$ cat config.mk
export PLATFORM = sky130hd
export DESIGN_NAME = rtt_estimator_with_pto_flat
export DESIGN_NICKNAME = d
export VERILOG_FILES = /design/src/rttpto_pkg.sv /design/src/rttpto_if.sv /design/src/rttpto_cfg.sv /design/src/rttpto_front.sv /design/src/rttpto_core.sv /design/src/rtt_estimator_with_pto.sv /design/src/flat_wrapper.sv
export SDC_FILE = /design/constraint.sdc
export NUM_CORES = 1
export LEC_CHECK = 0
export BUFFER_PORTS_ARGS = -buffer_cell sky130_fd_sc_hd__buf_2
export CAP_MARGIN = 20
export CORE_ASPECT_RATIO = 0.5
export CORE_MARGIN = 2
export CORE_UTILIZATION = 50
export CTS_CLUSTER_SIZE = 8
export DETAILED_ROUTE_END_ITERATION = 12
export HOLD_SLACK_MARGIN = 0.15
export PLACE_DENSITY_LB_ADDON = 0.1
export RECOVER_POWER = 25
export SYNTH_ARGS = -nofsm -noshare
export SYNTH_HDL_FRONTEND = slang
export SYNTH_SLANG_ARGS = --single-unit
$ cat constraint.sdc
create_clock -name clk -period 10.4 [get_ports clk]
set_input_delay 1.56 -clock clk [delete_from_list [all_inputs] [get_ports clk]]
set_output_delay 1.56 -clock clk [all_outputs]
set_load 0.1 [all_outputs]
$ cat src/rttpto_pkg.sv
// Shared types and constants for the RTT estimator with probe timeout.
// No dependencies; imported by every other file except the macros header.
`default_nettype none
package rttpto_pkg;

  localparam int TIME_BITS  = 48;
  localparam int RTT_W      = 32;
  localparam int EST_W      = 26;
  localparam int WIN_W      = 40;
  localparam int ACK_W      = 24;
  localparam int PTO_W      = 29;
  localparam int CFG_IDX_W  = 3;
  localparam int CFG_DATA_W = 40;

  localparam logic [EST_W-1:0] RST_MIN_VALID  = EST_W'(1000);
  localparam logic [EST_W-1:0] RST_MAX_VALID  = EST_W'(60000000);
  localparam logic [WIN_W-1:0] RST_MIN_WINDOW = WIN_W'(10000000);
  localparam logic [ACK_W-1:0] RST_ACK_DELAY  = ACK_W'(25000);
  localparam int               GRANULARITY_US = 1000;

  typedef enum logic [CFG_IDX_W-1:0] {
    REG_MIN_VALID  = 3'd0,
    REG_MAX_VALID  = 3'd1,
    REG_MIN_WINDOW = 3'd2,
    REG_ACK_DELAY  = 3'd3
  } cfg_reg_t;

  typedef struct packed {
    logic [RTT_W-1:0]     rtt_sample;
    logic                 first_sample;
    logic [TIME_BITS-1:0] now_time;
    logic [TIME_BITS-1:0] win_begin;
  } in_beat_t;

  typedef struct packed {
    logic             sample_accepted;
    logic [EST_W-1:0] srtt;
    logic [EST_W-1:0] rtt_variance;
    logic [RTT_W-1:0] min_rtt;
    logic [PTO_W-1:0] probe_timeout;
  } out_beat_t;

  typedef struct packed {
    cfg_reg_t              index;
    logic [CFG_DATA_W-1:0] value;
  } cfg_beat_t;

  typedef struct packed {
    logic [EST_W-1:0] min_valid_rtt;
    logic [EST_W-1:0] max_valid_rtt;
    logic [WIN_W-1:0] min_window_length;
    logic [ACK_W-1:0] peer_ack_delay;
  } cfg_regs_t;

  typedef struct packed {
    logic [RTT_W-1:0] rtt_sample;
    logic             first_sample;
    logic             accepted;
    logic             expired;
  } front_beat_t;

  typedef struct packed {
    logic        valid;
    front_beat_t beat;
  } front_stage_t;

endpackage
`default_nettype wire

$ cat src/rttpto_if.sv
// Valid/ready channel interfaces for input, result and configuration beats.
// Depends on rttpto_pkg for the payload types.
`default_nettype none
interface rttpto_in_if;
  import rttpto_pkg::*;
  logic     valid;
  logic     ready;
  in_beat_t data;
  modport source (output valid, output data, input ready);
  modport sink (input valid, input data, output ready);
endinterface

interface rttpto_out_if;
  import rttpto_pkg::*;
  logic      valid;
  logic      ready;
  out_beat_t data;
  modport source (output valid, output data, input ready);
  modport sink (input valid, input data, output ready);
endinterface

interface rttpto_cfg_if;
  import rttpto_pkg::*;
  logic      valid;
  logic      ready;
  cfg_beat_t data;
  modport source (output valid, output data, input ready);
  modport sink (input valid, input data, output ready);
endinterface
`default_nettype wire

$ cat src/rttpto_cfg.sv
// Configuration register file: four registers written over the cfg channel.
// Depends on rttpto_pkg and rttpto_cfg_if.
`default_nettype none
module rttpto_cfg (
  input  wire logic              clk,
  input  wire logic              rst_n,
  rttpto_cfg_if.sink             cfg_ch,
  output rttpto_pkg::cfg_regs_t  regs
);
  import rttpto_pkg::*;

  cfg_regs_t regs_r;
  cfg_regs_t regs_nxt;

  assign cfg_ch.ready = 1'b1;
  assign regs         = regs_r;

  always_comb begin
    regs_nxt = regs_r;
    if (cfg_ch.valid) begin
      unique case (cfg_ch.data.index)
        REG_MIN_VALID:  regs_nxt.min_valid_rtt     = cfg_ch.data.value[EST_W-1:0];
        REG_MAX_VALID:  regs_nxt.max_valid_rtt     = cfg_ch.data.value[EST_W-1:0];
        REG_MIN_WINDOW: regs_nxt.min_window_length = cfg_ch.data.value[WIN_W-1:0];
        REG_ACK_DELAY:  regs_nxt.peer_ack_delay    = cfg_ch.data.value[ACK_W-1:0];
        default:        regs_nxt = regs_r;
      endcase
    end
  end

  always_ff @(posedge clk) begin
    if (!rst_n) begin
      regs_r.min_valid_rtt     <= RST_MIN_VALID;
      regs_r.max_valid_rtt     <= RST_MAX_VALID;
      regs_r.min_window_length <= RST_MIN_WINDOW;
      regs_r.peer_ack_delay    <= RST_ACK_DELAY;
    end else begin
      regs_r <= regs_nxt;
    end
  end

endmodule
`default_nettype wire

$ cat src/rttpto_front.sv
// Input register stage: range check and minimum-window expiry per beat.
// Depends on rttpto_pkg and rttpto_in_if.
`default_nettype none
module rttpto_front (
  input  wire logic                 clk,
  input  wire logic                 rst_n,
  rttpto_in_if.sink                 in_ch,
  input  wire rttpto_pkg::cfg_regs_t regs,
  input  wire logic                 take,
  output rttpto_pkg::front_stage_t  stage
);
  import rttpto_pkg::*;

  localparam int CMP_W = (TIME_BITS > WIN_W) ? TIME_BITS : WIN_W;

  logic                 vld_r;
  front_beat_t          beat_r;
  front_beat_t          beat_nxt;
  logic [TIME_BITS-1:0] elapsed;
  logic [CMP_W-1:0]     elapsed_ext;
  logic [CMP_W-1:0]     window_ext;

  assign in_ch.ready = !vld_r || take;
  assign stage.valid = vld_r;
  assign stage.beat  = beat_r;

  always_comb begin
    elapsed     = in_ch.data.now_time - in_ch.data.win_begin;
    elapsed_ext = CMP_W'(elapsed);
    window_ext  = CMP_W'(regs.min_window_length);
    beat_nxt.rtt_sample   = in_ch.data.rtt_sample;
    beat_nxt.first_sample = in_ch.data.first_sample;
    beat_nxt.accepted     = (in_ch.data.rtt_sample >= RTT_W'(regs.min_valid_rtt)) &&
                            (in_ch.data.rtt_sample <= RTT_W'(regs.max_valid_rtt));
    beat_nxt.expired      = elapsed_ext > window_ext;
  end

  always_ff @(posedge clk) begin
    if (!rst_n) begin
      vld_r <= 1'b0;
    end else if (in_ch.ready) begin
      vld_r <= in_ch.valid;
    end
  end

  always_ff @(posedge clk) begin
    if (in_ch.valid && in_ch.ready) begin
      beat_r <= beat_nxt;
    end
  end

endmodule
`default_nettype wire

$ cat src/rttpto_core.sv
// Estimator state update and result register: EWMA, windowed minimum, PTO.
// Depends on rttpto_pkg and rttpto_out_if.
`default_nettype none
module rttpto_core (
  input  wire logic                 clk,
  input  wire logic                 rst_n,
  input  wire rttpto_pkg::front_stage_t stage,
  input  wire rttpto_pkg::cfg_regs_t regs,
  output logic                      take,
  rttpto_out_if.source              out_ch
);
  import rttpto_pkg::*;

  logic             out_vld_r;
  out_beat_t        out_r;
  out_beat_t        out_nxt;
  logic [EST_W-1:0] smoothed_r;
  logic [EST_W-1:0] smoothed_nxt;
  logic [EST_W-1:0] variance_r;
  logic [EST_W-1:0] variance_nxt;
  logic [RTT_W-1:0] minimum_r;
  logic [RTT_W-1:0] minimum_nxt;
  logic             fire;
  logic [EST_W-1:0] sample;
  logic [EST_W-1:0] diff;
  logic [EST_W+2:0] var_sum;
  logic [EST_W+3:0] smo_sum;
  logic [EST_W+1:0] var4;
  logic [EST_W+1:0] var4_floor;
  logic [PTO_W:0]   pto_sum;

  assign take         = !out_vld_r || out_ch.ready;
  assign fire         = stage.valid && take;
  assign out_ch.valid = out_vld_r;
  assign out_ch.data  = out_r;

  always_comb begin
    sample  = stage.beat.rtt_sample[EST_W-1:0];
    diff    = (smoothed_r > sample) ? (smoothed_r - sample) : (sample - smoothed_r);
    var_sum = (EST_W+3)'(variance_r) + ((EST_W+3)'(variance_r) << 1) + (EST_W+3)'(diff);
    smo_sum = ((EST_W+4)'(smoothed_r) << 3) - (EST_W+4)'(smoothed_r) + (EST_W+4)'(sample);

    smoothed_nxt = smoothed_r;
    variance_nxt = variance_r;
    if (stage.beat.accepted) begin
      if (stage.beat.first_sample) begin
        smoothed_nxt = sample;
        variance_nxt = sample >> 1;
      end else begin
        smoothed_nxt = smo_sum[EST_W+2:3];
        variance_nxt = var_sum[EST_W+1:2];
      end
    end

    priority if (stage.beat.expired) begin
      minimum_nxt = stage.beat.rtt_sample;
    end else if (minimum_r == '0 || stage.beat.rtt_sample < minimum_r) begin
      minimum_nxt = stage.beat.rtt_sample;
    end else begin
      minimum_nxt = minimum_r;
    end

    var4       = {variance_nxt, 2'b00};
    var4_floor = (var4 < (EST_W+2)'(GRANULARITY_US)) ? (EST_W+2)'(GRANULARITY_US) : var4;
    pto_sum    = (PTO_W+1)'(smoothed_nxt) + (PTO_W+1)'(var4_floor) +
                 (PTO_W+1)'(regs.peer_ack_delay);

    out_nxt.sample_accepted = stage.beat.accepted;
    out_nxt.srtt            = smoothed_nxt;
    out_nxt.rtt_variance    = variance_nxt;
    out_nxt.min_rtt         = minimum_nxt;
    out_nxt.probe_timeout   = pto_sum[PTO_W-1:0];
  end

  always_ff @(posedge clk) begin
    if (!rst_n) begin
      out_vld_r  <= 1'b0;
      smoothed_r <= '0;
      variance_r <= '0;
      minimum_r  <= '0;
    end else begin
      if (take) begin
        out_vld_r <= stage.valid;
      end
      if (fire) begin
        smoothed_r <= smoothed_nxt;
        variance_r <= variance_nxt;
        minimum_r  <= minimum_nxt;
      end
    end
  end

  always_ff @(posedge clk) begin
    if (fire) begin
      out_r <= out_nxt;
    end
  end

endmodule
`default_nettype wire

$ cat src/rtt_estimator_with_pto.sv
// RTT estimator with probe timeout, top level.
// Path: an input beat passes the input register, then the result register, to the result beat.
// Throughput: 1 beat per cycle while out_ch.ready is high; the state feedback closes in the result stage.
// Reset: synchronous active-low rst_n clears state to zero and loads register defaults.
// Depends on rttpto_pkg, rttpto_if, rttpto_cfg, rttpto_front and rttpto_core.
`default_nettype none
module rtt_estimator_with_pto (
  input  wire logic     clk,
  input  wire logic     rst_n,
  rttpto_in_if.sink     in_ch,
  rttpto_out_if.source  out_ch,
  rttpto_cfg_if.sink    cfg_ch
);
  import rttpto_pkg::*;

  cfg_regs_t    regs;
  front_stage_t stage;
  logic         take;

  rttpto_cfg u_cfg (
    .clk    (clk),
    .rst_n  (rst_n),
    .cfg_ch (cfg_ch),
    .regs   (regs)
  );

  rttpto_front u_front (
    .clk   (clk),
    .rst_n (rst_n),
    .in_ch (in_ch),
    .regs  (regs),
    .take  (take),
    .stage (stage)
  );

  rttpto_core u_core (
    .clk    (clk),
    .rst_n  (rst_n),
    .stage  (stage),
    .regs   (regs),
    .take   (take),
    .out_ch (out_ch)
  );

endmodule
`default_nettype wire

$ cat src/flat_wrapper.sv
// flat-port wrapper written by rule: the top's interface ports become plain ports
module rtt_estimator_with_pto_flat import rttpto_pkg::*;
  (clk, rst_n, in_ch_valid, in_ch_data, in_ch_ready, out_ch_valid, out_ch_data, out_ch_ready, cfg_ch_valid, cfg_ch_data, cfg_ch_ready);
  rttpto_in_if in_ch_i ();
  rttpto_out_if out_ch_i ();
  rttpto_cfg_if cfg_ch_i ();
  input  wire logic clk;
  input  wire logic rst_n;
  input wire logic [$bits(in_ch_i.valid)-1:0] in_ch_valid;
  input wire logic [$bits(in_ch_i.data)-1:0] in_ch_data;
  output wire logic [$bits(in_ch_i.ready)-1:0] in_ch_ready;
  output wire logic [$bits(out_ch_i.valid)-1:0] out_ch_valid;
  output wire logic [$bits(out_ch_i.data)-1:0] out_ch_data;
  input wire logic [$bits(out_ch_i.ready)-1:0] out_ch_ready;
  input wire logic [$bits(cfg_ch_i.valid)-1:0] cfg_ch_valid;
  input wire logic [$bits(cfg_ch_i.data)-1:0] cfg_ch_data;
  output wire logic [$bits(cfg_ch_i.ready)-1:0] cfg_ch_ready;
  assign in_ch_i.valid = in_ch_valid;
  assign in_ch_i.data = in_ch_data;
  assign in_ch_ready = in_ch_i.ready;
  assign out_ch_valid = out_ch_i.valid;
  assign out_ch_data = out_ch_i.data;
  assign out_ch_i.ready = out_ch_ready;
  assign cfg_ch_i.valid = cfg_ch_valid;
  assign cfg_ch_i.data = cfg_ch_data;
  assign cfg_ch_ready = cfg_ch_i.ready;
  rtt_estimator_with_pto u_core (.clk(clk), .rst_n(rst_n), .in_ch(in_ch_i), .out_ch(out_ch_i), .cfg_ch(cfg_ch_i));
endmodule
==> impl_metrics.csv, run 1 <==
group,metric,value,unit
run_status,outcome,"finished with violations",
pwr,clkPwrFrac,0.316,
setup_path,setup.worst_path.end_class,"flop",
setup_path,crit_required,10750,ps
floorplan,die_h,169,µm
timing,skew,43.7,ps
finish,syn_to_final_growth,14.5,%
drt,avgViaCountPerCell,5.62,
floorplan,ios,294,
timing,drv_slew,215,
yosys,synth-main-ff-cell,"dfxtp_1",
timing,finalHoldViolCount,0,
pwr,p_comb_frac,0.353,
yosys,syn_inst,3192,
yosys,synth-async-reset-ratio,0,
clock_tree,cts_buffer_depth,3,
pwr,peakVddDrop,0.127,mV
setup_path,critPathLaunchType,"flop",
yosys,synth-seq-cells,351,
yosys,synth_area,0.0271,mm²
yosys,synth_cell_types,82,
floorplan,die_area,0.0562,mm²
setup_path,slowest_delay,550,ps
timing,max-slew-margin-rel,-0.811,
job,maxCapViolCount,5,
yosys,yosys_warnings,0,
grt,grt_remaining_overflow,0,
finish,drive_above_1_share,0.121,
setup_path,r2r_cells,41,
clock_tree,htreeDepth,2,
pwr,power.density,154,mW/mm²
clock_tree,clkTransAtPathRegs,60,ps
placement,gp_congestion,1.01,
setup_path,critPathArrivalTime,10370,ps
yosys,synth_edf_count,149,
clock_tree,cts_hold_buffers,0,
timing,tns,0,ps
setup_path,critical_path_peak_fanout,8,
finish,nNetsFinal,4042,
drt,first_iter_violations,2022,
clock_tree,cts_buffers,49,
timing,tightest_slew,2720,ps
yosys,syn_nets,3748,
grt,grt_antenna_before_repair,3,
setup_path,crit_type,"reg -> reg",
yosys,netlist.area_leader.share,0.165,
grt,track_usage,0.290,
clock_tree,worst_skew_pair.late_latency,600,ps
grt,grt_max_degree,131,
yosys,ys_seq_area_frac,0.314,
timing,period_share,0.964,
worst_hold_path,hp-class,"reg -> reg",
clock_tree,clock-root-buffer,"clkbuf_16",
yosys,ys_top_cells_by_area,"edfxtp_1 (17%), dfxtp_1 (15%), ha_1 (14%)",
yosys,synth_top_cell_by_area,"edfxtp_1",
pwr,power.leakage,13.9,nW
drt,routed_wl,83.4,mm
floorplan,coreArea,0.0536,mm²
drt,drt_first_pass_iters,6,
clock_tree,clock_sinks,351,
setup_path,cp_slowest_cell,"fa_1",
setup_path,ff2ff_setup_slack,380,ps
timing,period_minus_slack,10020,ps
floorplan,fp.dieW,333,µm
pwr,p_sw,1.78,mW
floorplan,fp-row-count,60,
drt,avgRoutedWirePerCell,19.7,µm
placement,io_buffers,292,
grt,grt_pass1_vias,22100,
finish,fin_util,0.579,
placement,place_hpwl,65.7,mm
run_status,violations,"max-capacitance violations, max-slew violations",
timing,fmax,99.8,MHz
floorplan,initial_core_util,0.505,
pwr,power_frac_seq,0.331,
drt,via_count,23800,
pwr,internal-power,2.99,mW
timing,setup_violations,0,
drt,ant_nets,0,
worst_hold_path,hold-path-cell-count,2,
grt,grt_pass1_wl,127,mm
timing,whs,452,ps
clock_tree,cts_tree,"built",
pwr,swShare,0.373,
drt,drc_errors,0,
yosys,syn_area_per_cell,8.49,µm²
pwr,p_total,4.77,mW
-- cells by family (layout without fill, tap and decap cells) --
family / count (synthesis) / after routing / synth area share
XOR/XNOR: 123 / 123 / 0.0398
multiplexers: 65 / 65 / 0.0245
other: 1 / 3 / 0.000138
AO/OA/AOI/OAI: 906 / 906 / 0.210
AND/OR/NAND/NOR: 818 / 818 / 0.139
adder cells (fa/ha/maj): 379 / 379 / 0.196
buffers and inverters: 549 / 876 / 0.0763
flip-flops: 351 / 351 / 0.314
-- power groups by stage --
| stage | registers (mW) | clock network (mW) | logic [mW] |
|---|---|---|---|
| floorplan | 1.85 | 0 | 0.978 |
| global placement | 1.61 | 0 | 1.63 |
| detailed placement | 1.61 | 0 | 1.65 |
| CTS | 1.58 | 1.53 | 1.66 |
| global route | 1.59 | 1.59 | 1.85 |
| finish | 1.58 | 1.51 | 1.68 |
-- flip-flops by register name (all words and copies together), names as in the netlist --
signal / cells
u_core.u_front.stage: 35
u_core.u_core.smoothed_r: 26
u_core.u_core.minimum_r: 32
u_core.u_cfg.regs: 116
u_core.u_front.vld_r: 1
u_core.u_core.out_ch.data: 114
u_core.u_core.variance_r: 26
u_core.u_core.out_ch.valid: 1
-- area by class of cell --
class / count / area, µm²
clock buffer: 82 / 1350
clock inverter: 2 / 40.0
multi-input combinational: 2292 / 16600
timing repair buffer: 365 / 1980
fill: 5007 / 22600
inverter: 427 / 1610
tap: 713 / 892
sequential: 351 / 8520
antenna: 2 / 5.00
-- metrics by stage --
| stage | std cells | instance area, µm² | worst slack, ps |
|---|---|---|---|
| after detailed placement | 4139 | 29500 | -226 |
| after CTS | 4226 | 31000 | 8.63 |
| final | 4234 | 31000 | 379 |
| after global routing | 4234 | 31000 | -13.6 |
| after floorplan | 3192 | 27100 | 873 |
| after global placement | 4139 | 29500 | -136 |
-- worst paths after layout --
path                                             startpoint                       endpoint
worst max register to register  u_core.u_core.smoothed_r[0]  u_core.u_core.out_ch.data[28]
worst max-delay path            u_core.u_core.smoothed_r[0]  u_core.u_core.out_ch.data[28]
worst min-delay path                  u_core.u_cfg.regs[50]          u_core.u_cfg.regs[50]
worst min register to register        u_core.u_cfg.regs[50]          u_core.u_cfg.regs[50]
-- synthesized netlist by cell type (11+ instances only) --
cell type	number
inv_1	426
nand2_1	378
a21oi_1	335
ha_1	303
dfxtp_1	202
o21ai_0	161
nor2_1	150
edfxtp_1	149
a21o_1	135
clkbuf_1	109
xnor2_1	91
fa_1	76
mux2i_1	54
o211ai_1	53
nand3_1	51
o21a_1	45
nor3_1	44
nand4_1	37
a211oi_1	35
or3_1	33
xor2_1	32
and3_1	28
o21bai_1	28
nor2b_1	27
a31oi_1	17
nand2b_1	15
and2_1	14
nor4_1	13
mux2_2	11
-- what timing repair did --
item / CTS / global route
pin swaps: 0 / 1
setup buffers: 3 / 5
endpoints found under the hold margin: 0 / 0
endpoints found under the setup margin: 3 / 11
gates resized for setup: 1 / 19
-- cells in the final DEF (no fill, tap or decap), types with 13 or more instances in the layout --
master,Yosys,final
o21ai_0,161,159
fa_1,76,76
nor2_1,150,150
nor4_1,13,13
ha_1,303,300
mux2i_1,54,53
inv_1,426,424
a31oi_1,17,16
buf_2,2,250
or3_1,33,33
a21o_1,135,135
a21oi_1,335,328
xnor2_1,91,90
nand3_1,51,51
edfxtp_1,149,149
nand4_1,37,37
clkbuf_1,109,80
and3_1,28,28
o211ai_1,53,53
o21a_1,45,45
clkbuf_16,0,49
a211oi_1,35,35
nor3_1,44,43
buf_4,1,65
dfxtp_1,202,202
o21bai_1,28,27
nor2b_1,27,27
nand2b_1,15,14
xor2_1,32,32
nand2_1,378,378
-- routing by layer --
layer / part of all wire / vias to the layer above / global-route usage / wire (µm)
li1: - / 11700 / - / -
met1: 0.48 / 11200 / 0.434 / 40100
met2: 0.40 / 818 / 0.405 / 33000
met3: 0.10 / 107 / 0.0914 / 8690
met4: 0.020 / 0 / 0.0608 / 1660
met5: 0 / - / 0 / 0
-- worst max-delay path: cells and delay by family (launching register included) --
family | cells | cell delay (ps)
simple gates | 5 | 1060
buf+inv | 7 | 940
flops | 1 | 320
fa+ha+maj | 6 | 2550
xor+xnor | 2 | 330
compound gates | 20 | 4310
mux | 1 | 260
Power figures use the tool's default switching activity.
==> run 2, diff against run 1 <==
- CORE_ASPECT_RATIO: 0.5 -> 2
- SYNTH_HIERARCHICAL: unset -> 1
==> run 2 against run 1 <==
Compared with the run above: the run still ends with max-capacitance violations, max-slew violations left; clock power barely moved; non-clock buffer count grew 102; largest power group unchanged; first-iteration DRC count shrank 30%; critical endpoint is now u_core/u_core/out_ch.data[27]; flip-flop and latch count did not move.
==> impl_metrics.csv, run 2 <==
group,metric,value,unit
clock_tree,cts_buffers,50,
yosys,yosysMostFrequentCell,"inv_1",
finish,nNetsFinal,4190,
run_status,outcome,"finished with violations",
yosys,synth_area,0.0279,mm²
floorplan,die_h,338,µm
clock_tree,clock-root-buffer,"clkbuf_16",
drt,ant_nets,0,
grt,grt_max_degree,112,
job,maxCapViolCount,6,
pwr,power.density,159,mW/mm²
timing,setup_violations,0,
placement,place_hpwl,87.3,mm
yosys,synthTopCellsByCount,"inv_1 (425), nand2_1 (383), ha_1 (303)",
clock_tree,worst_skew_pair.late_latency,590,ps
setup_path,crit_type,"reg -> reg",
setup_path,cp_slowest_cell,"ha_1",
timing,period_minus_slack,9950,ps
timing,finalHoldViolCount,0,
timing,fmax,101,MHz
placement,dp_worst_setup_slack,-136,ps
floorplan,fp-row-count,122,
yosys,syn_inst,3239,
yosys,yosys_warnings,6,
finish,final_cell_mix,"inv_1 (423), nand2_1 (381), ha_1 (302)",
finish,fin_util,0.589,
clock_tree,clkTransAtPathRegs,50,ps
grt,grt_pass1_wl,157,mm
floorplan,die_area,0.0579,mm²
timing,skew,18.5,ps
clock_tree,htreeDepth,2,
finish,nFillCells,5071,
yosys,synth-main-ff-cell,"dfxtp_1",
run_status,violations,"max-capacitance violations, max-slew violations",
setup_path,critPathArrivalTime,10280,ps
yosys,syn_area_per_cell,8.63,µm²
floorplan,coreArea,0.0553,mm²
floorplan,initial_core_util,0.506,
timing,period_share,0.956,
pwr,power.leakage,15.2,nW
timing,max-slew-margin-rel,-2.02,
drt,routed_wl,106,mm
timing,tightest_slew,4530,ps
clock_tree,clock_sinks,351,
grt,grt_antenna_before_repair,2,
finish,largest_register_ffs,116,
drt,drc_errors,0,
setup_path,slowest_delay,540,ps
yosys,netlist.area_leader.share,0.160,
grt,track_usage,0.365,
setup_path,crit_required,10730,ps
grt,grt_pass1_vias,26800,
floorplan,fp.dieW,171,µm
placement,gp_congestion,1.02,
placement,placed_cell_area,0.0311,mm²
placement,io_buffers,292,
drt,drt_first_pass_iters,7,
drt,avgViaCountPerCell,5.80,
setup_path,critPathLaunchType,"flop",
finish,syn_to_final_growth,16.6,%
yosys,synth_cell_types,92,
yosys,synth-seq-cells,351,
worst_hold_path,hp-class,"reg -> reg",
yosys,synth_edf_count,149,
floorplan,ios,294,
clock_tree,cts_tree,"built",
setup_path,critical_path_peak_fanout,6,
finish,fin_area,0.0326,mm²
timing,rsz0062_at_grt,"false",
yosys,ys_top_cells_by_area,"edfxtp_1 (16%), dfxtp_1 (14%), ha_1 (14%)",
timing,drv_slew,431,
drt,first_iter_violations,1420,
yosys,ys_seq_area_frac,0.305,
clock_tree,cts_buffer_depth,3,
yosys,synth-async-reset-ratio,0,
finish,final_common_cell,"inv_1",
yosys,syn_nets,3795,
finish,drive_above_1_share,0.147,
drt,via_count,25600,
timing,fin_ws,453,ps
pwr,peakVddDrop,0.128,mV
setup_path,setup.worst_path.end_class,"flop",
drt,avgRoutedWirePerCell,24.0,µm
grt,grt_remaining_overflow,0,
yosys,synth_top_cell_by_area,"edfxtp_1",
[run 2: per-stage QoR]
stage                     TNS, ps  hold WS, ps  total power, mW  cells
final                           0          455             5.18   4414
after global routing            0          477             5.42   4411
after CTS                       0          456             5.17   4408
after detailed placement     -289          450             3.64   4323
after global placement      -86.5          443             3.61   4322
after floorplan                 0          424             2.95   3239
[run 2: area by class of cell]
class | instances | area, µm² | share of cell area
inverter | 426 | 1600 | 0.0491
clock buffer | 81 | 1380 | 0.0423
timing repair buffer | 467 | 2720 | 0.0836
sequential | 351 | 8520 | 0.262
multi-input combinational | 2338 | 17400 | 0.533
clock inverter | 4 | 42.5 | 0.00131
tap | 744 | 931 | 0.0286
antenna | 3 | 7.51 | 0.000230
[run 2: cells by family (layout without fill, tap and decap cells)]
group / Yosys count / count (layout) / synth area share
AO/OA/AOI/OAI: 786 / 786 / 0.181
XOR/XNOR: 122 / 122 / 0.0382
adder cells (fa/ha/maj): 379 / 379 / 0.190
buffers and inverters: 550 / 978 / 0.0765
flip-flops: 351 / 351 / 0.305
multiplexers: 178 / 178 / 0.0640
other: 1 / 4 / 0.000134
AND/OR/NAND/NOR: 872 / 872 / 0.145
[run 2: metal layers]
metal	up-vias	track usage	wire (µm)
li1	12000	-	-
met1	12200	0.336	33700
met2	1022	0.658	54000
met3	406	0.0554	5660
met4	0	0.360	12700
met5	-	0	0
[run 2: final timing paths]
kind / startpoint / end / slack [ps] / depth (start not counted)
max: u_core/u_front/stage[28] / u_core/u_core/out_ch.data[27] / 450 / 39
min: u_core/u_cfg/regs[86] / u_core/u_cfg/regs[86] / 450 / 2
max reg2reg: u_core/u_front/stage[28] / u_core/u_core/out_ch.data[27] / 450 / 39
min reg2reg: u_core/u_cfg/regs[86] / u_core/u_cfg/regs[86] / 450 / 2
[run 2: power breakdown]
| part | internal, mW | total [mW] | switching (mW) |
|---|---|---|---|
| Clock | 0.895 | 1.52 | 0.627 |
| Combinational | 0.743 | 2.07 | 1.33 |
| Sequential | 1.54 | 1.59 | 0.0478 |
| Total | 3.18 | 5.18 | 2.00 |
[run 2: critical path, delay by kind of cell, from the launching register on]
| kind | cells | cell delay [ps] |
|---|---|---|
| AOI/OAI and AO/OA | 14 | 2950 |
| and+or+nand+nor | 10 | 2310 |
| adders and majority gates | 5 | 2260 |
| buffers and inverters | 6 | 950 |
| xor gates and xnor gates | 3 | 530 |
| DFF | 1 | 510 |
| muxes | 1 | 150 |
[run 2: what timing repair did]
action,in CTS,in global routing
buffers inserted,0,3
setup endpoints to repair,5,16
gates resized for setup,3,15
hold buffers,0,0
==> run 3, diff against run 2 <==
- BUFFER_PORTS_ARGS: -buffer_cell sky130_fd_sc_hd__buf_2 -> unset
- DONT_BUFFER_PORTS: unset -> 1
- RECOVER_POWER: 25 -> 50
==> run 3 against run 2 <==
Compared with the run above: the flow still finishes with violations (max-capacitance violations, max-slew violations); cell count down 5.7%; maximum frequency shrank 0.59%; total power shrank 1.1%; wire length fell by 2.3%; via count decreased by 4.8%; final area is 3.5% lower; setup slack worse by 59 ps; sequential share of layout area increased by 0.96 points; count of clock-buffer cells in the layout unchanged; combinational power decreased by 16%; clock power about the same; die area is the same; critical path type unchanged; largest cell class unchanged; largest power group is now registers; highest routed layer is now met5.
==> impl_metrics.csv, run 3 (synthesis gave the netlist of run 2 again) <==
group,metric,value,unit
clock_tree,clock-root-buffer,"clkbuf_16",
grt,grt_pass1_vias,25200,
placement,gp_congestion,1.00,
floorplan,ios,294,
grt,grt_remaining_overflow,0,
timing,period_minus_slack,10010,ps
grt,grtUsageMet3,0.0753,
drt,avgRoutedWirePerCell,24.9,µm
timing,setup_violations,0,
drt,avgViaCountPerCell,5.85,
setup_path,critical_path_peak_fanout,9,
placement,dp_worst_setup_slack,32.6,ps
finish,final_common_cell,"inv_1",
timing,drv_slew,219,
clock_tree,worst_skew_pair.late_latency,610,ps
floorplan,coreArea,0.0553,mm²
pwr,p_total,5.12,mW
finish,largest_register_ffs,116,
grt,grt_antenna_before_repair,6,
setup_path,slowest_delay,610,ps
timing,fin_ws,393,ps
grt,track_usage,0.356,
floorplan,die_area,0.0579,mm²
clock_tree,cts_buffers,50,
worst_hold_path,hp-class,"reg -> reg",
pwr,power.density,163,mW/mm²
drt,first_iter_violations,1254,
setup_path,critPathArrivalTime,10350,ps
pwr,peakVddDrop,0.129,mV
worst_hold_path,hp-start,"u_core/u_cfg/regs[58]",
clock_tree,htreeDepth,2,
setup_path,r2r_start,"u_core/u_front/stage[22]",
placement,io_buffers,0,
grt,grt_pass1_wl,152,mm
drt,via_count,24400,
clock_tree,clock_sinks,351,
run_status,violations,"max-capacitance violations, max-slew violations",
floorplan,die_h,338,µm
drt,ant_nets,0,
drt,routed_wl,104,mm
timing,finalHoldViolCount,0,
clock_tree,cts_hold_buffers,0,
setup_path,critPathLaunchType,"flop",
timing,skew,35.5,ps
floorplan,fp-row-count,122,
clock_tree,cts_tree,"built",
worst_hold_path,hold-path-cell-count,2,
timing,tns,0,ps
job,maxCapViolCount,6,
setup_path,startpoint,"u_core/u_front/stage[22]",
grt,met1_usage,0.325,
timing,fmax,99.9,MHz
grt,met2_usage,0.644,
placement,place_hpwl,84.7,mm
drt,drt_first_pass_iters,5,
drt,drc_errors,0,
timing,whs,455,ps
finish,final_cell_mix,"inv_1 (423), nand2_1 (382), ha_1 (303)",
run_status,outcome,"finished with violations",
setup_path,cp_slowest_cell,"or4b_1",
setup_path,crit_required,10740,ps
setup_path,r2r_cells,38,
timing,max-slew-margin-rel,-1.22,
finish,nNetsFinal,3936,
floorplan,initial_core_util,0.506,
finish,syn_to_final_growth,12.4,%
pwr,power.leakage,14.3,nW
finish,drive_above_1_share,0.0903,
clock_tree,clkTransAtPathRegs,50,ps
timing,period_share,0.962,
grt,grt_max_degree,254,
clock_tree,cts_buffer_depth,3,
setup_path,crit_type,"reg -> reg",
setup_path,setup.worst_path.end_class,"flop",
floorplan,fp.dieW,171,µm
timing,tightest_slew,3320,ps
grt,busiest_layer,"met2",
[run 3: what timing repair did]
action                     in CTS  in global routing
gates resized for setup         1                  9
buffers inserted                0                  2
setup endpoints to repair       1                 14
[run 3: final cells by class]
| type | count | area [µm²] |
|---|---|---|
| repair buffers | 213 | 1590 |
| fillers | 5220 | 23800 |
| clock inverters | 3 | 41.3 |
| inverters | 426 | 1600 |
| multi-input cells | 2338 | 17300 |
| diodes | 6 | 15.0 |
| flip-flops and latches | 351 | 8520 |
| well taps | 744 | 931 |
| clock buffers | 81 | 1390 |
[run 3: per-layer routing]
layer	routed length [µm]	vias to the layer above	share of wire
met5	40	-	0.00039
met1	32600	11600	0.31
met3	6510	337	0.063
met4	11400	4	0.11
li1	-	11500	-
met2	53000	891	0.51
[run 3: final timing paths]
check,to,slack [ps]
worst min-delay path,u_core/u_cfg/regs[58],460
worst min register to register,u_core/u_cfg/regs[58],460
worst max register to register,u_core/u_core/out_ch.data[26],390
worst max-delay path,u_core/u_core/out_ch.data[26],390
[run 3: critical path: cells and delay by family, from the launching register on]
kind / cells / cell delay (ps)
AO/OA/AOI/OAI: 15 / 3600
XOR/XNOR: 3 / 400
adder cells (fa/ha/maj): 5 / 1880
buffers and inverters: 5 / 680
flip-flops: 1 / 400
multiplexers: 1 / 180
AND/OR/NAND/NOR: 9 / 2600
[run 3: where the power goes]
group / internal, mW / switching, mW
Clock: 0.901 / 0.629
Sequential: 1.54 / 0.311
Combinational: 0.719 / 1.02
[run 3: stage by stage]
step / cells / util / instance area [µm²]
5_1_grt: 4157 / 0.568 / 31400
3_3_place_gp: 4069 / 0.542 / 30000
6_report: 4162 / 0.569 / 31400
2_1_floorplan: 3239 / - / 27900
3_5_place_dp: 4070 / 0.543 / 30000
4_1_cts: 4154 / 0.568 / 31400
